## src/design/assert_macros.svh

```systemverilog
// Assertion macros for the RTL file that carries concurrent checks.
// No dependencies; taken in by `include where assertions are written.
`ifndef ASSERT_MACROS_SVH
`define ASSERT_MACROS_SVH

// Same-cycle implication, checked outside reset.
`define ASSERT_IMP(lbl, clk, rst_n, ante, cons, msg) \
    lbl: assert property (@(posedge clk) disable iff (!rst_n) (ante) |-> (cons)) \
        else $error(msg);

// Next-cycle implication, checked outside reset.
`define ASSERT_NXT(lbl, clk, rst_n, ante, cons, msg) \
    lbl: assert property (@(posedge clk) disable iff (!rst_n) (ante) |=> (cons)) \
        else $error(msg);

`endif

```

## src/design/hbb_pkg.sv

```systemverilog
// Shared constants and types of the gray horizontal box blur.
// No dependencies; used by every other file of the block but assert_macros.svh.
package hbb_pkg;

    localparam int PORT_BITS   = 16;
    localparam int SAMPLE_BITS = 16;
    localparam int RADIUS      = 10;

    localparam int WIN_LEN  = 2 * RADIUS + 1;
    localparam int CNT_BITS = $clog2(WIN_LEN + 1);
    localparam int D_BITS   = $clog2(RADIUS + 1);
    localparam int SUM_BITS = SAMPLE_BITS + $clog2(WIN_LEN);

    // Reciprocal division of the window sum: exact for sum < 2**SUM_BITS, count <= WIN_LEN.
    localparam int RECIP_SHIFT = SUM_BITS + CNT_BITS;
    localparam int RECIP_BITS  = RECIP_SHIFT + 1;
    localparam int PROD_BITS   = SUM_BITS + RECIP_BITS;

    // Gray conversion: floor(x / 3) as (x * GRAY_RECIP) >> GRAY_SHIFT.
    localparam int GRAY_SUM_BITS  = SAMPLE_BITS + 2;
    localparam int GRAY_SHIFT     = SAMPLE_BITS + 3;
    localparam int GRAY_RECIP_INT = ((2 ** GRAY_SHIFT) + 2) / 3;
    localparam logic [GRAY_SHIFT-1:0] GRAY_RECIP = GRAY_SHIFT'(GRAY_RECIP_INT);
    localparam int GRAY_PROD_BITS = GRAY_SUM_BITS + GRAY_SHIFT;

    localparam int FIFO_DEPTH = 4;
    localparam int FIFO_AW    = $clog2(FIFO_DEPTH);

    typedef logic [SAMPLE_BITS-1:0] t_gray;

    // One pixel as the back end sees it.
    typedef struct packed {
        t_gray gray;
        logic  row_end;
    } t_cmd;

    // One result waiting for its division.
    typedef struct packed {
        logic [SUM_BITS-1:0] sum;
        logic [CNT_BITS-1:0] cnt;
        logic                row_last;
    } t_div_req;

    typedef struct packed {
        logic flushing;
        logic row_open;
    } t_back_stat;

endpackage

```

## src/design/hbb_if.sv

```systemverilog
// Stream interfaces of the gray horizontal box blur: pixel input and result output.
// Depends on hbb_pkg for the port width.
interface hbb_pix_if;
    logic                           valid;
    logic                           ready;
    logic [hbb_pkg::PORT_BITS-1:0]  red;
    logic [hbb_pkg::PORT_BITS-1:0]  green;
    logic [hbb_pkg::PORT_BITS-1:0]  blue;
    logic                           row_end;

    modport source (output valid, red, green, blue, row_end, input ready);
    modport sink   (input valid, red, green, blue, row_end, output ready);
endinterface

interface hbb_res_if;
    logic                           valid;
    logic                           ready;
    logic [hbb_pkg::PORT_BITS-1:0]  blurred_gray;
    logic                           row_last;

    modport source (output valid, blurred_gray, row_last, input ready);
    modport sink   (input valid, blurred_gray, row_last, output ready);
endinterface

```

## src/design/hbb_front.sv

```systemverilog
// Front end: accepts RGB beats, converts them to gray and registers one command.
// Depends on hbb_pkg and hbb_pix_if.
module hbb_front (
    input  logic            i_clk,
    input  logic            i_rst_n,
    hbb_pix_if.sink         i_pix,
    output logic            o_cmd_valid,
    input  logic            i_cmd_ready,
    output hbb_pkg::t_cmd   o_cmd
);

    logic                                   r_valid;
    hbb_pkg::t_cmd                          r_cmd;
    logic [hbb_pkg::GRAY_SUM_BITS-1:0]      w_rgb_sum;
    logic [hbb_pkg::GRAY_PROD_BITS-1:0]     w_prod;
    logic                                   w_take;

    assign i_pix.ready = !r_valid || i_cmd_ready;
    assign w_take      = i_pix.valid && i_pix.ready;

    always_comb begin
        w_rgb_sum = hbb_pkg::GRAY_SUM_BITS'(i_pix.red[hbb_pkg::SAMPLE_BITS-1:0])
                  + hbb_pkg::GRAY_SUM_BITS'(i_pix.green[hbb_pkg::SAMPLE_BITS-1:0])
                  + hbb_pkg::GRAY_SUM_BITS'(i_pix.blue[hbb_pkg::SAMPLE_BITS-1:0]);
        w_prod = hbb_pkg::GRAY_PROD_BITS'(w_rgb_sum)
               * hbb_pkg::GRAY_PROD_BITS'(hbb_pkg::GRAY_RECIP);
    end

    always_ff @(posedge i_clk) begin
        if (!i_rst_n) begin
            r_valid <= 1'b0;
        end else if (i_pix.ready) begin
            r_valid <= i_pix.valid;
        end
    end

    always_ff @(posedge i_clk) begin
        if (w_take) begin
            r_cmd.gray    <= w_prod[hbb_pkg::GRAY_SHIFT +: hbb_pkg::SAMPLE_BITS];
            r_cmd.row_end <= i_pix.row_end;
        end
    end

    assign o_cmd_valid = r_valid;
    assign o_cmd       = r_cmd;

endmodule

```

## src/design/hbb_fifo.sv

```systemverilog
// Short command queue between the front end and the back end.
// Depends on hbb_pkg.
module hbb_fifo (
    input  logic            i_clk,
    input  logic            i_rst_n,
    input  logic            i_valid,
    output logic            o_ready,
    input  hbb_pkg::t_cmd   i_cmd,
    output logic            o_valid,
    input  logic            i_ready,
    output hbb_pkg::t_cmd   o_cmd
);

    hbb_pkg::t_cmd                  r_mem [hbb_pkg::FIFO_DEPTH];
    logic [hbb_pkg::FIFO_AW-1:0]    r_wr_ptr;
    logic [hbb_pkg::FIFO_AW-1:0]    r_rd_ptr;
    logic [hbb_pkg::FIFO_AW:0]      r_count;
    logic                           w_push;
    logic                           w_pop;

    assign o_ready = (r_count != (hbb_pkg::FIFO_AW + 1)'(hbb_pkg::FIFO_DEPTH));
    assign o_valid = (r_count != '0);
    assign w_push  = i_valid && o_ready;
    assign w_pop   = o_valid && i_ready;
    assign o_cmd   = r_mem[r_rd_ptr];

    always_ff @(posedge i_clk) begin
        if (!i_rst_n) begin
            r_wr_ptr <= '0;
            r_rd_ptr <= '0;
            r_count  <= '0;
        end else begin
            if (w_push) begin
                r_wr_ptr <= r_wr_ptr + 1'b1;
            end
            if (w_pop) begin
                r_rd_ptr <= r_rd_ptr + 1'b1;
            end
            case ({w_push, w_pop})
                2'b10:   r_count <= r_count + 1'b1;
                2'b01:   r_count <= r_count - 1'b1;
                default: r_count <= r_count;
            endcase
        end
    end

    always_ff @(posedge i_clk) begin
        if (w_push) begin
            r_mem[r_wr_ptr] <= i_cmd;
        end
    end

endmodule

```

## src/design/hbb_back.sv

```systemverilog
// Back end: holds the gray window and its running sum, and issues one division
// request per result, sequencing the row-end flush. Depends on hbb_pkg.
module hbb_back (
    input  logic                    i_clk,
    input  logic                    i_rst_n,
    input  logic                    i_cmd_valid,
    output logic                    o_cmd_ready,
    input  hbb_pkg::t_cmd           i_cmd,
    output logic                    o_req_valid,
    input  logic                    i_req_ready,
    output hbb_pkg::t_div_req       o_req,
    output hbb_pkg::t_back_stat     o_stat
);

    typedef enum logic [1:0] {
        ST_IDLE  = 2'b01,
        ST_FLUSH = 2'b10
    } t_state;

    t_state                         r_state;
    hbb_pkg::t_gray                 r_win [hbb_pkg::WIN_LEN];
    logic [hbb_pkg::SUM_BITS-1:0]   r_sum;
    logic [hbb_pkg::CNT_BITS-1:0]   r_avail;
    logic [hbb_pkg::D_BITS-1:0]     r_d;

    logic [hbb_pkg::SUM_BITS-1:0]   w_add_sum;
    logic [hbb_pkg::CNT_BITS-1:0]   w_add_avail;
    logic [hbb_pkg::D_BITS-1:0]     w_d0;
    logic [hbb_pkg::SUM_BITS-1:0]   w_drop_sum;
    logic [hbb_pkg::D_BITS-1:0]     w_d_next;
    logic [hbb_pkg::CNT_BITS-1:0]   w_reach;
    logic [hbb_pkg::CNT_BITS-1:0]   w_flush_cnt;
    logic                           w_pop;
    logic                           w_step;

    always_comb begin
        w_add_sum   = r_sum + hbb_pkg::SUM_BITS'(i_cmd.gray)
                    - hbb_pkg::SUM_BITS'(r_win[hbb_pkg::WIN_LEN-1]);
        w_add_avail = (r_avail == hbb_pkg::CNT_BITS'(hbb_pkg::WIN_LEN)) ? r_avail
                    : r_avail + 1'b1;
        w_d0        = (w_add_avail > hbb_pkg::CNT_BITS'(hbb_pkg::RADIUS))
                    ? hbb_pkg::D_BITS'(hbb_pkg::RADIUS)
                    : hbb_pkg::D_BITS'(w_add_avail - 1'b1);
        w_drop_sum  = r_sum - hbb_pkg::SUM_BITS'(r_win[hbb_pkg::WIN_LEN-1]);
        w_d_next    = r_d - 1'b1;
        w_reach     = hbb_pkg::CNT_BITS'(w_d_next) + hbb_pkg::CNT_BITS'(hbb_pkg::RADIUS + 1);
        w_flush_cnt = (w_reach < r_avail) ? w_reach : r_avail;
    end

    assign o_cmd_ready = (r_state == ST_IDLE) && i_req_ready;
    assign w_pop       = i_cmd_valid && o_cmd_ready;
    assign w_step      = (r_state == ST_FLUSH) && i_req_ready;

    always_comb begin
        unique case (r_state)
            ST_IDLE: begin
                o_req_valid    = i_cmd_valid && (i_cmd.row_end
                               || (w_add_avail >= hbb_pkg::CNT_BITS'(hbb_pkg::RADIUS + 1)));
                o_req.sum      = w_add_sum;
                o_req.cnt      = w_add_avail;
                o_req.row_last = i_cmd.row_end && (w_add_avail == hbb_pkg::CNT_BITS'(1));
            end
            ST_FLUSH: begin
                o_req_valid    = 1'b1;
                o_req.sum      = w_drop_sum;
                o_req.cnt      = w_flush_cnt;
                o_req.row_last = (w_d_next == '0);
            end
            default: begin
                o_req_valid    = 1'b0;
                o_req.sum      = w_add_sum;
                o_req.cnt      = w_add_avail;
                o_req.row_last = 1'b0;
            end
        endcase
    end

    assign o_stat.flushing = (r_state == ST_FLUSH);
    assign o_stat.row_open = (r_avail != '0);

    always_ff @(posedge i_clk) begin
        if (!i_rst_n) begin
            r_state <= ST_IDLE;
            r_sum   <= '0;
            r_avail <= '0;
            r_d     <= '0;
            for (int k = 0; k < hbb_pkg::WIN_LEN; k++) begin
                r_win[k] <= '0;
            end
        end else if (w_pop && i_cmd.row_end && (w_d0 == '0)) begin
            // Single-pixel row: its only result goes out now, the row restarts.
            r_sum   <= '0;
            r_avail <= '0;
            for (int k = 0; k < hbb_pkg::WIN_LEN; k++) begin
                r_win[k] <= '0;
            end
        end else if (w_pop) begin
            r_win[0] <= i_cmd.gray;
            for (int k = 1; k < hbb_pkg::WIN_LEN; k++) begin
                r_win[k] <= r_win[k-1];
            end
            r_sum   <= w_add_sum;
            r_avail <= w_add_avail;
            if (i_cmd.row_end) begin
                r_d     <= w_d0;
                r_state <= ST_FLUSH;
            end
        end else if (w_step && (w_d_next == '0)) begin
            r_state <= ST_IDLE;
            r_sum   <= '0;
            r_avail <= '0;
            for (int k = 0; k < hbb_pkg::WIN_LEN; k++) begin
                r_win[k] <= '0;
            end
        end else if (w_step) begin
            // The oldest entry leaves the window; zeros fill from the new end.
            r_win[0] <= '0;
            for (int k = 1; k < hbb_pkg::WIN_LEN; k++) begin
                r_win[k] <= r_win[k-1];
            end
            r_sum <= w_drop_sum;
            r_d   <= w_d_next;
        end
    end

endmodule

```

## src/design/hbb_div.sv

```systemverilog
// Two-stage divider of window sums by pixel counts through a reciprocal table,
// with the output register of the result stream. Depends on hbb_pkg, hbb_res_if.
module hbb_div (
    input  logic                    i_clk,
    input  logic                    i_rst_n,
    input  logic                    i_req_valid,
    output logic                    o_req_ready,
    input  hbb_pkg::t_div_req       i_req,
    hbb_res_if.source               o_res
);

    localparam int TAB_LEN = 2 ** hbb_pkg::CNT_BITS;

    logic [hbb_pkg::RECIP_BITS-1:0] w_recip [TAB_LEN];

    logic                           r1_valid;
    logic [hbb_pkg::SUM_BITS-1:0]   r1_sum;
    logic [hbb_pkg::RECIP_BITS-1:0] r1_recip;
    logic                           r1_last;
    logic                           r2_valid;
    logic [hbb_pkg::PROD_BITS-1:0]  r2_prod;
    logic                           r2_last;
    logic                           w_adv;

    for (genvar n = 0; n < TAB_LEN; n++) begin : g_recip
        if ((n == 0) || (n > hbb_pkg::WIN_LEN)) begin : g_unused
            assign w_recip[n] = '0;
        end else begin : g_used
            localparam int RECIP_INT = ((2 ** hbb_pkg::RECIP_SHIFT) + n - 1) / n;
            assign w_recip[n] = hbb_pkg::RECIP_BITS'(RECIP_INT);
        end
    end

    assign w_adv       = !r2_valid || o_res.ready;
    assign o_req_ready = w_adv;

    always_ff @(posedge i_clk) begin
        if (!i_rst_n) begin
            r1_valid <= 1'b0;
            r2_valid <= 1'b0;
        end else if (w_adv) begin
            r1_valid <= i_req_valid;
            r2_valid <= r1_valid;
        end
    end

    always_ff @(posedge i_clk) begin
        if (w_adv) begin
            r1_sum   <= i_req.sum;
            r1_recip <= w_recip[i_req.cnt];
            r1_last  <= i_req.row_last;
            r2_prod  <= hbb_pkg::PROD_BITS'(r1_sum) * hbb_pkg::PROD_BITS'(r1_recip);
            r2_last  <= r1_last;
        end
    end

    assign o_res.valid        = r2_valid;
    assign o_res.blurred_gray = hbb_pkg::PORT_BITS'(
                                    r2_prod[hbb_pkg::RECIP_SHIFT +: hbb_pkg::SAMPLE_BITS]);
    assign o_res.row_last     = r2_last;

endmodule

```

## src/design/gray_horizontal_box_blur.sv

```systemverilog
// Gray horizontal box blur. RGB pixels come in raster order, one per beat, with
// row_end on the last pixel of each row. Each pixel becomes gray as the floor of
// (red + green + blue) / 3, and each gray value leaves as the floor mean of itself
// and up to 10 gray neighbors on each side in the same row; near a row end the
// window is cut short and the divisor is the number of pixels in it. A result
// appears once its tenth right neighbor has come in, so results lag the input
// by 10 pixels; the row_end pixel releases every outstanding result of its row,
// the final one marked with row_last. Inside the row the block takes one pixel
// per cycle unless the output stalls. A row_end pixel occupies the back end
// while it releases its min(row length, 11) results, one at a time; a 4-beat
// command queue lets the input keep running into that time, and a longer backlog
// stalls the input. The path from input beat to result beat is registered at the
// gray conversion, the queue, the window update together with the reciprocal
// lookup, and the multiply into the output register.
// Depends on hbb_pkg, hbb_if, hbb_front, hbb_fifo, hbb_back, hbb_div and
// assert_macros.svh.
`include "assert_macros.svh"

module gray_horizontal_box_blur (
    input  logic        i_clk,
    input  logic        i_rst_n,
    hbb_pix_if.sink     i_pix,
    hbb_res_if.source   o_res
);

    // Front end to queue.
    logic                   w_fcmd_valid;
    logic                   w_fcmd_ready;
    hbb_pkg::t_cmd          w_fcmd;

    // Queue to back end.
    logic                   w_cmd_valid;
    logic                   w_cmd_ready;
    hbb_pkg::t_cmd          w_cmd;

    // Back end to divider.
    logic                   w_req_valid;
    logic                   w_req_ready;
    hbb_pkg::t_div_req      w_req;
    hbb_pkg::t_back_stat    w_back_stat;

    // The front end converts each accepted pixel to gray in a single stage.
    hbb_front u_front (
        .i_clk       (i_clk),
        .i_rst_n     (i_rst_n),
        .i_pix       (i_pix),
        .o_cmd_valid (w_fcmd_valid),
        .i_cmd_ready (w_fcmd_ready),
        .o_cmd       (w_fcmd)
    );

    // The queue absorbs pixels that arrive while a row end is being flushed.
    hbb_fifo u_fifo (
        .i_clk   (i_clk),
        .i_rst_n (i_rst_n),
        .i_valid (w_fcmd_valid),
        .o_ready (w_fcmd_ready),
        .i_cmd   (w_fcmd),
        .o_valid (w_cmd_valid),
        .i_ready (w_cmd_ready),
        .o_cmd   (w_cmd)
    );

    // The back end keeps the 21-entry window and its running sum. A plain pixel
    // yields at most one request; a row-end pixel starts a flush that drops the
    // oldest entry from the sum on each step.
    hbb_back u_back (
        .i_clk       (i_clk),
        .i_rst_n     (i_rst_n),
        .i_cmd_valid (w_cmd_valid),
        .o_cmd_ready (w_cmd_ready),
        .i_cmd       (w_cmd),
        .o_req_valid (w_req_valid),
        .i_req_ready (w_req_ready),
        .o_req       (w_req),
        .o_stat      (w_back_stat)
    );

    // The divider scales the sum by the reciprocal of the pixel count; its
    // last stage is the output register of the result stream.
    hbb_div u_div (
        .i_clk       (i_clk),
        .i_rst_n     (i_rst_n),
        .i_req_valid (w_req_valid),
        .o_req_ready (w_req_ready),
        .i_req       (w_req),
        .o_res       (o_res)
    );

    // Every division request has a pixel count between one and the window length.
    `ASSERT_IMP(a_req_cnt_range, i_clk, i_rst_n, w_req_valid, (w_req.cnt != '0) && (w_req.cnt <= hbb_pkg::CNT_BITS'(hbb_pkg::WIN_LEN)), "division request with a bad pixel count")
    // Handing over the final result of a row ends the flush.
    `ASSERT_NXT(a_flush_ends, i_clk, i_rst_n, w_req_valid && w_req_ready && w_req.row_last, !w_back_stat.flushing && !w_back_stat.row_open, "flush still running after the final result")
    // No new pixel enters the window while a flush is under way.
    `ASSERT_IMP(a_no_pop_in_flush, i_clk, i_rst_n, w_back_stat.flushing, !w_cmd_ready, "queue popped during a flush")

endmodule
```

## src/flat_wrapper.sv

```systemverilog
// flat-port wrapper written by rule: the top's interface ports become plain ports
module gray_horizontal_box_blur_flat 
  (i_clk, i_rst_n, i_pix_valid, i_pix_red, i_pix_green, i_pix_blue, i_pix_row_end, i_pix_ready, o_res_valid, o_res_blurred_gray, o_res_row_last, o_res_ready);
  hbb_pix_if i_pix_i ();
  hbb_res_if o_res_i ();
  input  logic i_clk;
  input  logic i_rst_n;
  input wire logic [$bits(i_pix_i.valid)-1:0] i_pix_valid;
  input wire logic [$bits(i_pix_i.red)-1:0] i_pix_red;
  input wire logic [$bits(i_pix_i.green)-1:0] i_pix_green;
  input wire logic [$bits(i_pix_i.blue)-1:0] i_pix_blue;
  input wire logic [$bits(i_pix_i.row_end)-1:0] i_pix_row_end;
  output wire logic [$bits(i_pix_i.ready)-1:0] i_pix_ready;
  output wire logic [$bits(o_res_i.valid)-1:0] o_res_valid;
  output wire logic [$bits(o_res_i.blurred_gray)-1:0] o_res_blurred_gray;
  output wire logic [$bits(o_res_i.row_last)-1:0] o_res_row_last;
  input wire logic [$bits(o_res_i.ready)-1:0] o_res_ready;
  assign i_pix_i.valid = i_pix_valid;
  assign i_pix_i.red = i_pix_red;
  assign i_pix_i.green = i_pix_green;
  assign i_pix_i.blue = i_pix_blue;
  assign i_pix_i.row_end = i_pix_row_end;
  assign i_pix_ready = i_pix_i.ready;
  assign o_res_valid = o_res_i.valid;
  assign o_res_blurred_gray = o_res_i.blurred_gray;
  assign o_res_row_last = o_res_i.row_last;
  assign o_res_i.ready = o_res_ready;
  gray_horizontal_box_blur u_core (.i_clk(i_clk), .i_rst_n(i_rst_n), .i_pix(i_pix_i), .o_res(o_res_i));
endmodule
```

## config.mk

```make
export PLATFORM = sky130hd
export DESIGN_NAME = gray_horizontal_box_blur_flat
export DESIGN_NICKNAME = d
export VERILOG_FILES = /design/src/design/hbb_pkg.sv /design/src/design/hbb_if.sv /design/src/design/hbb_front.sv /design/src/design/hbb_fifo.sv /design/src/design/hbb_back.sv /design/src/design/hbb_div.sv /design/src/design/gray_horizontal_box_blur.sv /design/src/flat_wrapper.sv
export VERILOG_INCLUDE_DIRS = /design/src /design/src/design
export SDC_FILE = /design/constraint.sdc
export NUM_CORES = 2
export LEC_CHECK = 0
export ABC_CLOCK_PERIOD_IN_PS = 14700
export BUFFER_PORTS_ARGS = -buffer_cell sky130_fd_sc_hd__buf_4
export CAP_MARGIN = 20
export CORE_ASPECT_RATIO = 1.25
export CORE_UTILIZATION = 35
export DETAILED_ROUTE_END_ITERATION = 8
export PLACE_DENSITY = 0.51
export SETUP_SLACK_MARGIN = 0.05
export SLEW_MARGIN = 20
export SYNTH_ARGS = -nofsm -noshare
export SYNTH_HDL_FRONTEND = slang
export SYNTH_SLANG_ARGS = --single-unit
```

## constraint.sdc

```tcl
create_clock -name i_clk -period 14.7 [get_ports i_clk]
set_input_delay 0.735 -clock i_clk [delete_from_list [all_inputs] [get_ports i_clk]]
set_output_delay 0.735 -clock i_clk [all_outputs]
set_load 0.02 [all_outputs]
```

* Yosys cells after proc, flatten, opt, wreduce, memory -nomap -nowiden
Memory sizes are Yosys's and may differ from the RTL's. A register that Yosys moved wholly into a read port is not among the register bits.
Index checks and enable logic that the tools add are counted.
** Word-level totals
- Memories :: 3
- Latch bits :: 0
- Bits in read-only memories :: 864
- Output and inout bits :: 19
- Bits in writable memories :: 404
- Input port bits :: 53
- Flip-flop bits (word level) :: 124
** Memories
- (name not given) :: words 32, bits a word 27, rd ports 1, clocked after memory_dff 1, wr ports 0, RTL line hbb_div.sv:50 : r1_recip <= w_recip[i_req.cnt];
- u_core.u_back.r_win :: words 21, bits a word 16, rd ports 21, clocked after memory_dff 0, wr ports 21, RTL line hbb_back.sv:21 : hbb_pkg::t_gray r_win [hbb_pkg::WIN_LEN];
- u_core.u_fifo.r_mem :: words 4, bits a word 17, rd ports 1, clocked after memory_dff 1, wr ports 1, RTL line hbb_fifo.sv:14 : hbb_pkg::t_cmd r_mem [hbb_pkg::FIFO_DEPTH];
** Operators by class
- Div/mod/pow operators :: 0
- Multiply operators :: 2
- Add/subtract/negate cells :: 13
- Order comparisons :: 3
- Equality and inequality tests :: 9
- Shifts and indexed selects :: 0
- Bitwise logic cells :: 87
- Reduce and logical (&&, ||, !) cells :: 25
- Multiplexer cells :: 125
** Operators with widths (count)
- $mux 16 :: 84
- $or 1x1->1 :: 84
- $mux 21 :: 3
- $pmux 27 s2 :: 1
- $mul 21x27->42 :: 1
- $sub 21x16->21 :: 2
- $mul 18x18->35 const B :: 1
- $add 21x16->21 :: 1
- $mux 1 :: 21
- $mux 4 :: 5
- $mux 5 :: 4
- $add 17x16->18 :: 1
- $add 16x16->17 :: 1
- $logic_and 1x1->1 :: 10
- $mux 2 :: 5
- $logic_not 4->1 :: 2
- $sub 4x1->4 const B :: 2
- $not 5->6 :: 1
- $pmux 3 s2 :: 1
- $reduce_bool 2->1 :: 3
- $reduce_bool 3->1 :: 2
- $add 4x4->5 const B :: 1
- $add 5x1->5 const B :: 1
- $eq 5x1->1 const B :: 1
- other kinds (18) :: 26

* Longest topological paths before layout
- Word-level depth :: 13
- Mapped depth :: 36
- Mapped depth without buffers :: 36

* Hierarchy
Synthesis repeated with hierarchy kept, for this count alone.
** Second synthesis, totals
- Cell total of the unflattened synthesis :: 4357
- Area total of the unflattened synthesis :: 47459.3 um^2
** By module, submodules not included
- hbb_div :: cells each 2066, area each 19517.5 um^2, instances 1, sequential area each 2021.9 um^2
- hbb_back :: cells each 1385, area each 17538.1 um^2, instances 1, sequential area each 10730.3 um^2
- hbb_front :: cells each 765, area each 7418.4 um^2, instances 1, sequential area each 530.5 um^2
- hbb_fifo :: cells each 141, area each 2985.4 um^2, instances 1, sequential area each 2222.1 um^2

* Worst setup path before layout
OpenSTA, ideal clock, no wires.
- Kind :: input-to-reg
- From :: in o_res_ready
- To :: mem u_core.u_back.r_win[0][0] (netlist name) (enable)
- Library setup time :: 3.206 ns
- Slack :: 1.949 ns
- Arrival :: 9.546 ns
- Data required time :: 11.494 ns
- Buffers on the path :: 1
- Stages :: 5
- Cell sequence :: nor2b_1 -> inv_1 -> nand2_1 -> clkbuf_1 -> nand3_1
** RTL lines
- start, declared :: RTL line flat_wrapper.sv:17 : input wire logic [$bits(o_res_i.ready)-1:0] o_res_ready;
- end, declared :: RTL line hbb_back.sv:21

* Final worst setup path
- From :: in i_pix_blue[1]
- To :: reg u_core.u_front.r_cmd (netlist bit u_core.u_front.o_cmd[16]) (data pin)
** On the way
- Word-level cells in the longest chain between the ends :: 2
** RTL lines
- start, declared :: RTL line flat_wrapper.sv:11 : input wire logic [$bits(i_pix_i.blue)-1:0] i_pix_blue;
- $add 17x16->18 :: RTL line hbb_front.sv:24 : + hbb_pkg::GRAY_SUM_BITS'(i_pix.blue[hbb_pkg::SAMPLE_BITS-1:0]);
- $mul 18x18->35 :: RTL line hbb_front.sv:26 : * hbb_pkg::GRAY_PROD_BITS'(hbb_pkg::GRAY_RECIP);
- net u_core.u_front.w_prod, one bit :: RTL line hbb_front.sv:15 : logic [hbb_pkg::GRAY_PROD_BITS-1:0] w_prod;
- end, declared :: RTL line hbb_front.sv:13 : hbb_pkg::t_cmd r_cmd;
The timed path passes the listed nets, and every way through them passes these cells.
A chain may end at the register's enable or synchronous reset.

==> metrics.txt <==
gr ovfl total=0; Post-synth EDFFs=487; critical path endpoint category=register; # diodes=0; TritonRoute pass-1 iters=5; crit start category=primary input; Die Area=133000 µm²; clk sinks=531; root buffer cell=clkbuf_16; Post-Layout Cell Count=5979; postcts setup bufs=0; post-synthesis sequential area ratio=0.337; maximum buffer depth of the clock tree=3; Worst EP arrival=9540 ps; Post-CTS Hold Buffers=0; Layout area overhead=9.52%; synthesized instance count=4236; Netlist Area Pre-Place=46000 µm²; clock latency on the worst-skew pair=630 ps; worst-path fanout max=6; Final nets=5215; critical path's top delay family=adder cells; Max Cap Viol=0; Buf/Inv on CP=7; post-layout util=0.387; most used flip-flop cell after synthesis=edfxtp_1; gpl congestion=0.833; Tcrit/Tclk final=0.625; Synth cell types=80; FMAX=0.109 GHz; Starting Density=0.353; Core Footprint=130000 µm²; number of routed nets with antenna violations=0; # H-tree levels=2; first-pass GRT wire length=176000 µm; Hold Path Class=in2reg; Rel. slew slack=0.182; WL final=108000 µm; largest area contributor in the netlist=edfxtp_1; post-DP HPWL=76600 µm; layout cells sized above 1=0.0632; Fin Clk Skew=36.0 ps; setup TNS=0 ps; Tightest Pin Transition=1230 ps; register bit total from synthesis=531; Via Count=29100; share of synthesized registers carrying an async set or reset=0; std cell rows=148; GRT Overall Usage=0.168; most common cell after layout, fill and taps aside=inv_1; mean area per synthesized cell=10.8 µm²; antenna violations before repair=2; setup violators final=0; # IOs=72; placed insts=5877; DR iter-0 viols=1915; via/cell ratio=4.87; status=finished clean; final hold vios=0; # resized after CTS=0; Final Critical Period=9190 ps; slowest stage delay, CP=570 ps; Reg clk slew, reported paths=60 ps; YS warnings=0; top cell type's share of synthesized area=0.318; syn_nets=5242; RSZ-0062 raised after global routing=false; largest cells by area after synthesis=edfxtp_1 32%, fa_1 26%, ha_1 9.6%; DRC=0; Crit Path Category=in2reg; Req. time, crit path=15050 ps; TritonCTS buffer count=54; Max Slew Vio Count=0; WL/cell=18.1 µm; most frequent cells in the layout=827 x inv_1, 599 x fa_1, 487 x edfxtp_1, 440 x nand2_1, 354 x ha_1; vias in the first global route=31300; CTS tree=done; die width=326 µm; pin count of the biggest net entering global routing=178; Die H=407 µm; CP max-delay cell=o41ai_1; I/O Buffers=71
## cell usage after synthesis, types with 9 or more instances
cell type / count
a211oi_1: 18
a21o_1: 38
a21oi_1: 94
a221oi_1: 9
a31oi_1: 11
and2_1: 207
and3_1: 335
clkbuf_1: 203
dfxtp_1: 44
edfxtp_1: 487
fa_1: 599
ha_1: 354
inv_1: 828
mux4_2: 17
nand2_1: 440
nand2b_1: 19
nand3_1: 18
nand4_1: 11
nor2_1: 95
nor2b_1: 16
nor3_1: 28
o21a_1: 19
o21ai_0: 68
o21bai_1: 12
o221a_2: 9
o22ai_1: 20
xnor2_1: 85
xor2_1: 29
## flip-flops by register name, summed over array words and instances (netlist names), named ones only
signal	count
u_core.u_back.r_win	336
u_core.u_fifo.r_mem	68
u_core.u_div.r1_recip	27
u_core.u_back.r_sum	21
u_core.u_div.r1_sum	21
u_core.u_front.o_cmd	17
u_core.u_div.r2_prod	16
u_core.u_back.r_avail	5
u_core.u_back.r_d	4
u_core.u_fifo.r_count	3
u_core.u_back.r_state	2
u_core.u_fifo.r_rd_ptr	2
u_core.u_fifo.r_wr_ptr	2
u_core.u_div.o_res.row_last	1
u_core.u_div.o_res.valid	1
u_core.u_div.r1_last	1
u_core.u_div.r1_valid	1
u_core.u_front.o_cmd_valid	1
## per-layer routing
metal	routed length [µm]	vias up	GRT usage
met3	3700	139	0.0165
met5	0	-	0
met1	46900	14900	0.217
li1	-	13600	-
met2	54900	505	0.297
met4	2740	0	0.0433
## cell families after synthesis
logic type,after synthesis,synth area share
adders and majority gates,953,0.357
and+or+nand+nor,1200,0.134
AOI/OAI and AO/OA,371,0.0545
muxes,24,0.00986
xor gates and xnor gates,114,0.0217
buffers and inverters,1043,0.0854
DFF,531,0.337
## metrics by stage
step           hold slack (ps)  setup WS, ps  instance area (µm²)
2_1_floorplan              400          1950                46000
3_3_place_gp               404          4850                48300
3_5_place_dp               406          4850                48300
4_1_cts                    343          5470                50300
5_1_grt                    336          4850                50300
6_report                   369          5510                50300
## path summary, 6_finish.rpt
check | start | end | slack (ps) | cells after the start
max | i_pix_blue[1] | u_core.u_front.o_cmd[16] | 5510 | 36
min | i_pix_row_end | u_core.u_front.o_cmd[0] | 370 | 1
max reg2reg | u_core.u_div.r1_recip[13] | u_core.u_div.r2_prod[40] | 6690 | 24
min reg2reg | u_core.u_div.r1_last | u_core.u_div.o_res.row_last | 420 | 0
## cell type report
type | count | area [µm²]
Clock buffer | 64 | 1420
Fill cell | 12800 | 79900
Sequential cell | 531 | 15500
Multi-Input combinational cell | 2662 | 26600
Tap cell | 1725 | 2160
Timing Repair Buffer | 131 | 1030
Inverter | 829 | 3110
Clock inverter | 37 | 539
Power is left out: the tool's default activity adds up to more than one toggle a clock period on the data nets, which glitch-free logic cannot reach.
